$ cat config.mk
export PLATFORM = sky130hd
export DESIGN_NAME = unsorted_array_priority_queue
export DESIGN_NICKNAME = d
export VERILOG_FILES = /design/src/hw/rtl/uapq_pkg.sv /design/src/hw/rtl/uapq_ram.sv /design/src/hw/rtl/uapq_ctrl.sv /design/src/hw/rtl/uapq_dp.sv /design/src/hw/rtl/unsorted_array_priority_queue.sv
export SDC_FILE = /design/constraint.sdc
export NUM_CORES = 1
export LEC_CHECK = 0
export ABC_AREA = 1
export BUFFER_PORTS_ARGS = -buffer_cell sky130_fd_sc_hd__buf_2
export CAP_MARGIN = 20
export CORE_ASPECT_RATIO = 0.6
export CORE_UTILIZATION = 35
export DETAILED_ROUTE_END_ITERATION = 10
export PLACE_DENSITY = 0.59
export SLEW_MARGIN = 10
export SYNTH_ARGS = -nofsm -noshare
export SYNTH_HDL_FRONTEND = slang
export SYNTH_SLANG_ARGS = --single-unit
export TNS_END_PERCENT = 30
$ cat constraint.sdc
create_clock -name clk -period 6.9 [get_ports clk]
set_clock_uncertainty 0.1 [all_clocks]
set_input_delay 1.035 -clock clk [delete_from_list [all_inputs] [get_ports clk]]
set_output_delay 1.035 -clock clk [all_outputs]
set_load 0.01 [all_outputs]
$ cat src/hw/rtl/uapq_pkg.sv
`default_nettype none

package uapq_pkg;

  // Operation code carried on the input channel
  localparam logic OP_INSERT = 1'b0;
  localparam logic OP_REMOVE = 1'b1;

  // Result status codes
  typedef enum logic [1:0] {
    ST_INSERTED = 2'd0,
    ST_FULL     = 2'd1,
    ST_REMOVED  = 2'd2,
    ST_EMPTY    = 2'd3
  } status_t;

  // Controller states
  typedef enum logic [1:0] {
    S_IDLE,
    S_SCAN,
    S_SHIFT,
    S_RESULT
  } state_t;

  // Controller to datapath commands
  typedef struct packed {
    logic    insert;      // append input pair at the tail, count up
    logic    start_scan;  // rewind the read pointer for a search
    logic    scan;        // one search step
    logic    shift;       // one compaction step
    logic    retire;      // count down after a removal
    logic    set_res;     // latch the pending result status
    status_t res_code;
    logic    emit;        // move the pending result into the output register
  } dp_cmd_t;

  // Datapath to controller status
  typedef struct packed {
    logic full;
    logic empty;
    logic scan_last;   // last held entry is being compared this cycle
    logic shift_done;  // compaction finished
    logic out_free;    // output register can take a result this cycle
  } dp_stat_t;

endpackage

`default_nettype wire

$ cat src/hw/rtl/uapq_ram.sv
`default_nettype none

// Generic single write port, single read port RAM with registered read
module uapq_ram #(
  parameter int WIDTH = 24,
  parameter int DEPTH = 16,
  localparam int AW = (DEPTH > 1) ? $clog2(DEPTH) : 1
) (
  input  wire logic             clk,
  input  wire logic             we,
  input  wire logic [AW-1:0]    waddr,
  input  wire logic [WIDTH-1:0] wdata,
  input  wire logic [AW-1:0]    raddr,
  output logic      [WIDTH-1:0] rdata
);

  logic [WIDTH-1:0] mem [DEPTH];
  logic [WIDTH-1:0] rdata_r;

  always_ff @(posedge clk) begin
    if (we) begin
      mem[waddr] <= wdata;
    end
    rdata_r <= mem[raddr];
  end

  assign rdata = rdata_r;

endmodule

`default_nettype wire

$ cat src/hw/rtl/uapq_ctrl.sv
`default_nettype none

module uapq_ctrl (
  input  wire logic               clk,
  input  wire logic               rst_n,
  input  wire logic               in_valid,
  input  wire logic               in_op,
  output logic                    in_ready,
  input  wire uapq_pkg::dp_stat_t stat,
  output uapq_pkg::dp_cmd_t       cmd
);

  uapq_pkg::state_t state_r, state_nxt;

  // State register
  always_ff @(posedge clk) begin
    if (!rst_n) begin
      state_r <= uapq_pkg::S_IDLE;
    end else begin
      state_r <= state_nxt;
    end
  end

  // Next state and commands
  always_comb begin
    state_nxt    = state_r;
    in_ready     = 1'b0;
    cmd          = '0;
    cmd.res_code = uapq_pkg::ST_INSERTED;
    unique case (state_r)
      uapq_pkg::S_IDLE: begin
        in_ready = 1'b1;
        if (in_valid) begin
          if (in_op == uapq_pkg::OP_INSERT) begin
            cmd.set_res = 1'b1;
            state_nxt   = uapq_pkg::S_RESULT;
            if (stat.full) begin
              cmd.res_code = uapq_pkg::ST_FULL;
            end else begin
              cmd.insert   = 1'b1;
              cmd.res_code = uapq_pkg::ST_INSERTED;
            end
          end else if (stat.empty) begin
            cmd.set_res  = 1'b1;
            cmd.res_code = uapq_pkg::ST_EMPTY;
            state_nxt    = uapq_pkg::S_RESULT;
          end else begin
            cmd.start_scan = 1'b1;
            state_nxt      = uapq_pkg::S_SCAN;
          end
        end
      end
      uapq_pkg::S_SCAN: begin
        cmd.scan = 1'b1;
        if (stat.scan_last) begin
          state_nxt = uapq_pkg::S_SHIFT;
        end
      end
      uapq_pkg::S_SHIFT: begin
        cmd.shift = 1'b1;
        if (stat.shift_done) begin
          cmd.retire   = 1'b1;
          cmd.set_res  = 1'b1;
          cmd.res_code = uapq_pkg::ST_REMOVED;
          state_nxt    = uapq_pkg::S_RESULT;
        end
      end
      uapq_pkg::S_RESULT: begin
        if (stat.out_free) begin
          cmd.emit  = 1'b1;
          state_nxt = uapq_pkg::S_IDLE;
        end
      end
      default: begin
        state_nxt = uapq_pkg::S_IDLE;
      end
    endcase
  end

endmodule

`default_nettype wire

$ cat src/hw/rtl/uapq_dp.sv
`default_nettype none

module uapq_dp #(
  parameter int CAPACITY  = 16,
  parameter int PRIO_BITS = 8,
  parameter int DATA_BITS = 16,
  localparam int CNT_W = $clog2(CAPACITY + 1)
) (
  input  wire logic                 clk,
  input  wire logic                 rst_n,
  input  wire logic [PRIO_BITS-1:0] in_priority_req,
  input  wire logic [DATA_BITS-1:0] in_payload,
  input  wire logic                 out_ready,
  output logic                      out_valid,
  output logic [1:0]                out_status,
  output logic [PRIO_BITS-1:0]      out_priority,
  output logic [DATA_BITS-1:0]      out_payload,
  output logic [CNT_W-1:0]          out_fill_count,
  input  wire uapq_pkg::dp_cmd_t    cmd,
  output uapq_pkg::dp_stat_t        stat
);

  localparam int AW = $clog2(CAPACITY);
  localparam int EW = PRIO_BITS + DATA_BITS;

  // Entry store
  logic          ram_we;
  logic [AW-1:0] ram_waddr;
  logic [EW-1:0] ram_wdata;
  logic [EW-1:0] ram_rdata;

  logic [CNT_W-1:0]     cnt_r, cnt_nxt;
  logic [CNT_W-1:0]     addr_r, addr_nxt;     // next read pointer
  logic                 dv_r, dv_nxt;         // read data arriving this cycle
  logic [CNT_W-1:0]     didx_r, didx_nxt;     // index of arriving data
  logic [CNT_W-1:0]     best_idx_r, best_idx_nxt;
  logic [PRIO_BITS-1:0] best_p_r, best_p_nxt;
  logic [DATA_BITS-1:0] best_d_r, best_d_nxt;
  uapq_pkg::status_t    res_status_r, res_status_nxt;
  logic                 out_valid_r, out_valid_nxt;
  logic [1:0]           out_status_r, out_status_nxt;
  logic [PRIO_BITS-1:0] out_priority_r, out_priority_nxt;
  logic [DATA_BITS-1:0] out_payload_r, out_payload_nxt;
  logic [CNT_W-1:0]     out_fill_r, out_fill_nxt;

  logic [PRIO_BITS-1:0] rd_p;
  logic [DATA_BITS-1:0] rd_d;
  logic                 issue;
  logic                 take;
  logic [CNT_W-1:0]     best_idx_eff;

  uapq_ram #(
    .WIDTH (EW),
    .DEPTH (CAPACITY)
  ) u_ram (
    .clk   (clk),
    .we    (ram_we),
    .waddr (ram_waddr),
    .wdata (ram_wdata),
    .raddr (addr_r[AW-1:0]),
    .rdata (ram_rdata)
  );

  assign rd_p  = ram_rdata[EW-1:DATA_BITS];
  assign rd_d  = ram_rdata[DATA_BITS-1:0];
  assign issue = (addr_r < cnt_r);

  // Earliest maximum wins: replace only on a strictly larger priority
  assign take         = dv_r && ((didx_r == '0) || (rd_p > best_p_r));
  assign best_idx_eff = take ? didx_r : best_idx_r;

  // Status towards the controller
  always_comb begin
    stat.full       = (cnt_r == CNT_W'(CAPACITY));
    stat.empty      = (cnt_r == '0);
    stat.scan_last  = dv_r && (didx_r == (cnt_r - CNT_W'(1)));
    stat.shift_done = !issue && !dv_r;
    stat.out_free   = !out_valid_r || out_ready;
  end

  // Next-state logic of the datapath
  always_comb begin
    cnt_nxt          = cnt_r;
    addr_nxt         = addr_r;
    dv_nxt           = dv_r;
    didx_nxt         = didx_r;
    best_idx_nxt     = best_idx_r;
    best_p_nxt       = best_p_r;
    best_d_nxt       = best_d_r;
    res_status_nxt   = res_status_r;
    out_valid_nxt    = out_valid_r;
    out_status_nxt   = out_status_r;
    out_priority_nxt = out_priority_r;
    out_payload_nxt  = out_payload_r;
    out_fill_nxt     = out_fill_r;
    ram_we           = 1'b0;
    ram_waddr        = cnt_r[AW-1:0];
    ram_wdata        = {in_priority_req, in_payload};

    // Append at the tail
    if (cmd.insert) begin
      ram_we  = 1'b1;
      cnt_nxt = cnt_r + CNT_W'(1);
    end

    if (cmd.start_scan) begin
      addr_nxt = '0;
      dv_nxt   = 1'b0;
    end

    // Search: stream every held entry, keep the running maximum
    if (cmd.scan) begin
      dv_nxt   = issue;
      didx_nxt = addr_r;
      if (issue) begin
        addr_nxt = addr_r + CNT_W'(1);
      end
      if (take) begin
        best_idx_nxt = didx_r;
        best_p_nxt   = rd_p;
        best_d_nxt   = rd_d;
      end
      if (stat.scan_last) begin
        addr_nxt = best_idx_eff + CNT_W'(1);
        dv_nxt   = 1'b0;
      end
    end

    // Compaction: read entry i+1 and write it to i
    if (cmd.shift) begin
      dv_nxt   = issue;
      didx_nxt = addr_r;
      if (issue) begin
        addr_nxt = addr_r + CNT_W'(1);
      end
      if (dv_r) begin
        ram_we    = 1'b1;
        ram_waddr = AW'(didx_r - CNT_W'(1));
        ram_wdata = ram_rdata;
      end
    end

    if (cmd.retire) begin
      cnt_nxt = cnt_r - CNT_W'(1);
    end

    // Pending result; only a removal carries an entry
    if (cmd.set_res) begin
      res_status_nxt = cmd.res_code;
      if (cmd.res_code != uapq_pkg::ST_REMOVED) begin
        best_p_nxt = '0;
        best_d_nxt = '0;
      end
    end

    // Output register
    if (out_valid_r && out_ready) begin
      out_valid_nxt = 1'b0;
    end
    if (cmd.emit) begin
      out_valid_nxt    = 1'b1;
      out_status_nxt   = res_status_r;
      out_priority_nxt = best_p_r;
      out_payload_nxt  = best_d_r;
      out_fill_nxt     = cnt_r;
    end
  end

  // Control registers
  always_ff @(posedge clk) begin
    if (!rst_n) begin
      cnt_r       <= '0;
      dv_r        <= 1'b0;
      out_valid_r <= 1'b0;
    end else begin
      cnt_r       <= cnt_nxt;
      dv_r        <= dv_nxt;
      out_valid_r <= out_valid_nxt;
    end
  end

  // Payload and pointer registers
  always_ff @(posedge clk) begin
    addr_r         <= addr_nxt;
    didx_r         <= didx_nxt;
    best_idx_r     <= best_idx_nxt;
    best_p_r       <= best_p_nxt;
    best_d_r       <= best_d_nxt;
    res_status_r   <= res_status_nxt;
    out_status_r   <= out_status_nxt;
    out_priority_r <= out_priority_nxt;
    out_payload_r  <= out_payload_nxt;
    out_fill_r     <= out_fill_nxt;
  end

  assign out_valid      = out_valid_r;
  assign out_status     = out_status_r;
  assign out_priority   = out_priority_r;
  assign out_payload    = out_payload_r;
  assign out_fill_count = out_fill_r;

endmodule

`default_nettype wire

$ cat src/hw/rtl/unsorted_array_priority_queue.sv
// Bounded priority queue over an unsorted entry store.
// Input channel (in_valid/in_ready): in_op selects insert or remove; an insert
// carries in_priority_req and in_payload. Every input transfer gives exactly one
// result transfer on the output channel (out_valid/out_ready): out_status
// (inserted, full, removed, empty), the removed pair on out_priority and
// out_payload (zero otherwise) and out_fill_count, the entries held afterwards.
// Removal returns the largest priority, the earliest entry on ties.
// An insert, a full insert or an empty remove goes straight to its result; a
// remove of entry b out of n held entries first makes one read of the store's
// single read port per entry for the search, then one read and write per later
// entry to close the gap. One item in flight at a time.
// in_ready is high only while the block is idle; the next item is accepted
// while a finished result still sits in the output register.
// If the receiver stalls, the result holds in the output register and the block
// waits before emitting the next one.
// Synchronous reset empties the queue; store contents are not cleared.
`default_nettype none

module unsorted_array_priority_queue #(
  parameter int CAPACITY  = 16,
  parameter int PRIO_BITS = 8,
  parameter int DATA_BITS = 16,
  localparam int CNT_W = $clog2(CAPACITY + 1)
) (
  input  wire logic                 clk,
  input  wire logic                 rst_n,
  input  wire logic                 in_valid,
  output logic                      in_ready,
  input  wire logic                 in_op,
  input  wire logic [PRIO_BITS-1:0] in_priority_req,
  input  wire logic [DATA_BITS-1:0] in_payload,
  output logic                      out_valid,
  input  wire logic                 out_ready,
  output logic [1:0]                out_status,
  output logic [PRIO_BITS-1:0]      out_priority,
  output logic [DATA_BITS-1:0]      out_payload,
  output logic [CNT_W-1:0]          out_fill_count
);

  uapq_pkg::dp_cmd_t  cmd;
  uapq_pkg::dp_stat_t stat;

  // Sequencer
  uapq_ctrl u_ctrl (
    .clk      (clk),
    .rst_n    (rst_n),
    .in_valid (in_valid),
    .in_op    (in_op),
    .in_ready (in_ready),
    .stat     (stat),
    .cmd      (cmd)
  );

  // Store, search and output register
  uapq_dp #(
    .CAPACITY  (CAPACITY),
    .PRIO_BITS (PRIO_BITS),
    .DATA_BITS (DATA_BITS)
  ) u_dp (
    .clk             (clk),
    .rst_n           (rst_n),
    .in_priority_req (in_priority_req),
    .in_payload      (in_payload),
    .out_ready       (out_ready),
    .out_valid       (out_valid),
    .out_status      (out_status),
    .out_priority    (out_priority),
    .out_payload     (out_payload),
    .out_fill_count  (out_fill_count),
    .cmd             (cmd),
    .stat            (stat)
  );

endmodule

`default_nettype wire

==> impl_metrics.toml <==
[die]
die_w_um = 308.0
start_util_pct = 35.86
core_area_sq_um = 54830
die-area_sq_um = 57160
rows = 66
ioPinCount = 62
die_h_um = 185.6

[critical_path]
crit_type = "flip-flop to flip-flop"
path_max_fanout = 32
ff2ff_path_depth = 8
end_kind = "flip-flop"
cp-start-kind = "flip-flop"
required_ns = 6.97
crit_arrival_ns = 4.22

[drt]
drtIter0Drc = 1411
drt_pass1_iterations = 5
drt.antenna.violating_nets = 0
routed_wl_mm = 49.48
wl_per_cell_um = 20.80
routed_via_density = 5.231
route.detailed.drc = 0
vias = 12440

[cts]
cts_setup_buffers = 0
root_buffer = "clkbuf_16"
worstSkewPairLatency_ns = 0.57
post_cts_resized = 0
htree_levels = 2
clockBufferDepth = 3
cts_buffers = 43
cts.hold.buffers_added = 0
clock-sinks = 489
cts_tree = "yes"
clk_pin_slew_ns = 0.07

[sta]
tightest_slew_ns = 1.038
drv_slew = 0
rsz0062_at_grt = "no"
timing.final.crit_share_pct = 60.13
hold_ws_ns = 0.3224
setup_viol = 0
hold_violations = 0
period_minus_slack_ns = 4.149
max_slew_margin_pct = 30.79
fin_setup_tns_ns = 0
fmax_ghz = 0.2410

[run]
maxCapViolCount = 0

[place]
gp_congestion = 0.8461
dpl.hpwl_mm = 31.34
portBuffers = 61
place_area_sq_um = 20740

[cells_and_area]
syn_to_final_growth_pct = 12.71
utilization_pct = 40.42
final_cell_area_sq_um = 22160
nets = 1648
diodes = 0
drive_gt1_share_pct = 11.59

[pwr]
total_power_mw = 9.204
p_per_area_nw_per_um2 = 415.3
ir_drop_v = 0.0001886
leakage_nw = 7.529

[yosys]
syn-cell-area_sq_um = 19660
synth_edf_count = 427
ys.flop_type = "edfxtp_1"
synth_nets = 1621
ys_ff_latch = 489
synthArstFlopShare_pct = 0
ys_types = 42
synth_compound_area_share_pct = 9.303
syn_area_per_cell_sq_um = 12.52
yosys_warnings = 0
ys_seq_area_share_pct = 71.52
synth_mux_area_share_pct = 1.884
synthCells = 1571
synth_xor_area_share_pct = 0.5282
synthSimpleGateAreaFrac_pct = 12.26
synth_top_family_by_area = "simple AND/OR/NAND/NOR gates"
synthAdderAreaFrac_pct = 1.336

[global_route]
grt_pass1_wl_mm = 74.70
gr-usage-all-layers_pct = 17.38
grt_pass1_vias = 11700
grt_max_degree = 109
grt-ovfl-total = 0
grt_antenna_before_repair = 0

[min_path]
holdPathStages = 0
hold_path_class = "flip-flop to flip-flop"

[run_status]
outcome = "finished clean"
==> layout make-up <==
type,count,area [sq um]
clock buffers,58,1204
repair buffers,74,414.1
multi-input cells,928,5111
flip-flops and latches,489,14070
clock inverters,20,188.9
well taps,748,935.9
fillers,5111,32670
inverters,62,235.2
==> registers in the layout (all words and copies together), names as in the netlist, 2 cells and up <==
name / cells
u_dp.best_idx_r: 5
u_dp.addr_r: 5
u_dp.cnt_r: 5
u_dp.best_p_r: 8
u_dp.res_status_r: 2
u_dp.out_status: 2
u_dp.out_payload: 16
u_dp.out_fill_count: 5
u_ctrl.state_r: 2
u_dp.u_ram.rdata: 24
u_dp.u_ram.mem: 384
u_dp.didx_r: 5
u_dp.best_d_r: 16
u_dp.out_priority: 8
==> worst paths after layout <==
check,startpoint,to,slack (ns)
setup / recovery,u_ctrl.state_r[0]$_SDFFE_PN0P_,u_dp.u_ram.mem[3][6]$_DFFE_PP_,2.75
hold / removal,u_dp.res_status_r[0]$_DFFE_PP_,u_dp.out_status[0]$_DFFE_PP_,0.32
setup reg to reg,u_ctrl.state_r[0]$_SDFFE_PN0P_,u_dp.u_ram.mem[3][6]$_DFFE_PP_,2.75
hold reg to reg,u_dp.res_status_r[0]$_DFFE_PP_,u_dp.out_status[0]$_DFFE_PP_,0.32
==> report_power, final <==
| part | switching, mW | leakage, nW | total (mW) | internal (mW) |
|---|---|---|---|---|
| combinational | 1.99 | 2.47 | 2.85 | 0.856 |
| clock | 1.07 | 0.682 | 2.42 | 1.34 |
| sequential | 0.337 | 4.37 | 3.94 | 3.60 |
==> routing by layer <==
layer,routed length [um],GRT usage [%]
met5,0,0
met1,25010,28.32
met2,19910,23.26
met3,3783,3.404
met4,776,3.483
==> cells in the final DEF, fill, tap and decap left out, drive strengths merged <==
master,count
o32ai,59
o221ai,37
a221oi,1
a31oi,1
ha,21
or2,1
nand2,234
o21a,1
a21o,1
o211ai,12
clkbuf,58
edfxtp,427
dfxtp,62
a21boi,1
a21oi,43
clkinv,16
nor3,2
clkinvlp,2
nand3,64
mux2i,37
a211oi,1
o31ai,1
xor2,10
bufinv,3
xnor2,1
o21ai,118
nor2,251
buf,74
inv,61
o22ai,1
nand4,30
==> worst max-delay path, cell delays in order (launching register included) <==
cell	delay, ns
dfxtp_1	0.36
inv_1	0.09
ha_1	0.24
nand2_1	0.13
buf_4	0.30
clkinv_1	0.65
o21ai_0	0.69
nand2_1	0.38
nor2_4	0.80
==> logic make-up (layout without fill, tap and decap cells) <==
group	after synthesis	after routing
AOI/OAI and AO/OA	277	277
adders and majority gates	21	21
and+or+nand+nor	582	582
DFF	489	489
buffers and inverters	154	214
muxes	37	37
xor gates and xnor gates	11	11
==> cells in the mapped netlist, types with 3 or more instances <==
cell | count | share of area, %
a21oi_1 | 41 | 1.0
buf_1 | 5 | 0.095
buf_2 | 17 | 0.43
buf_4 | 4 | 0.15
clkbuf_1 | 65 | 1.2
dfxtp_1 | 62 | 6.3
edfxtp_1 | 427 | 65
ha_1 | 21 | 1.3
inv_1 | 55 | 1.0
inv_2 | 5 | 0.095
mux2i_1 | 37 | 1.9
nand2_1 | 227 | 4.3
nand2_2 | 6 | 0.19
nand3_1 | 58 | 1.5
nand3_2 | 6 | 0.31
nand4_1 | 29 | 0.92
nor2_1 | 248 | 4.7
nor2_2 | 3 | 0.095
o211ai_1 | 12 | 0.46
o21ai_0 | 112 | 2.9
o21ai_1 | 5 | 0.13
o221ai_1 | 37 | 1.6
o32ai_1 | 59 | 2.6
xor2_1 | 9 | 0.40
==> per-stage QoR <==
step | setup WS [ns] | cells
finish | 2.751 | 2379
global placement | 2.932 | 2299
detailed placement | 2.805 | 2299
CTS | 2.783 | 2377
floorplan | 3.667 | 1571
global route | 2.358 | 2379
Note: power is estimated with default switching activity, not from simulation.
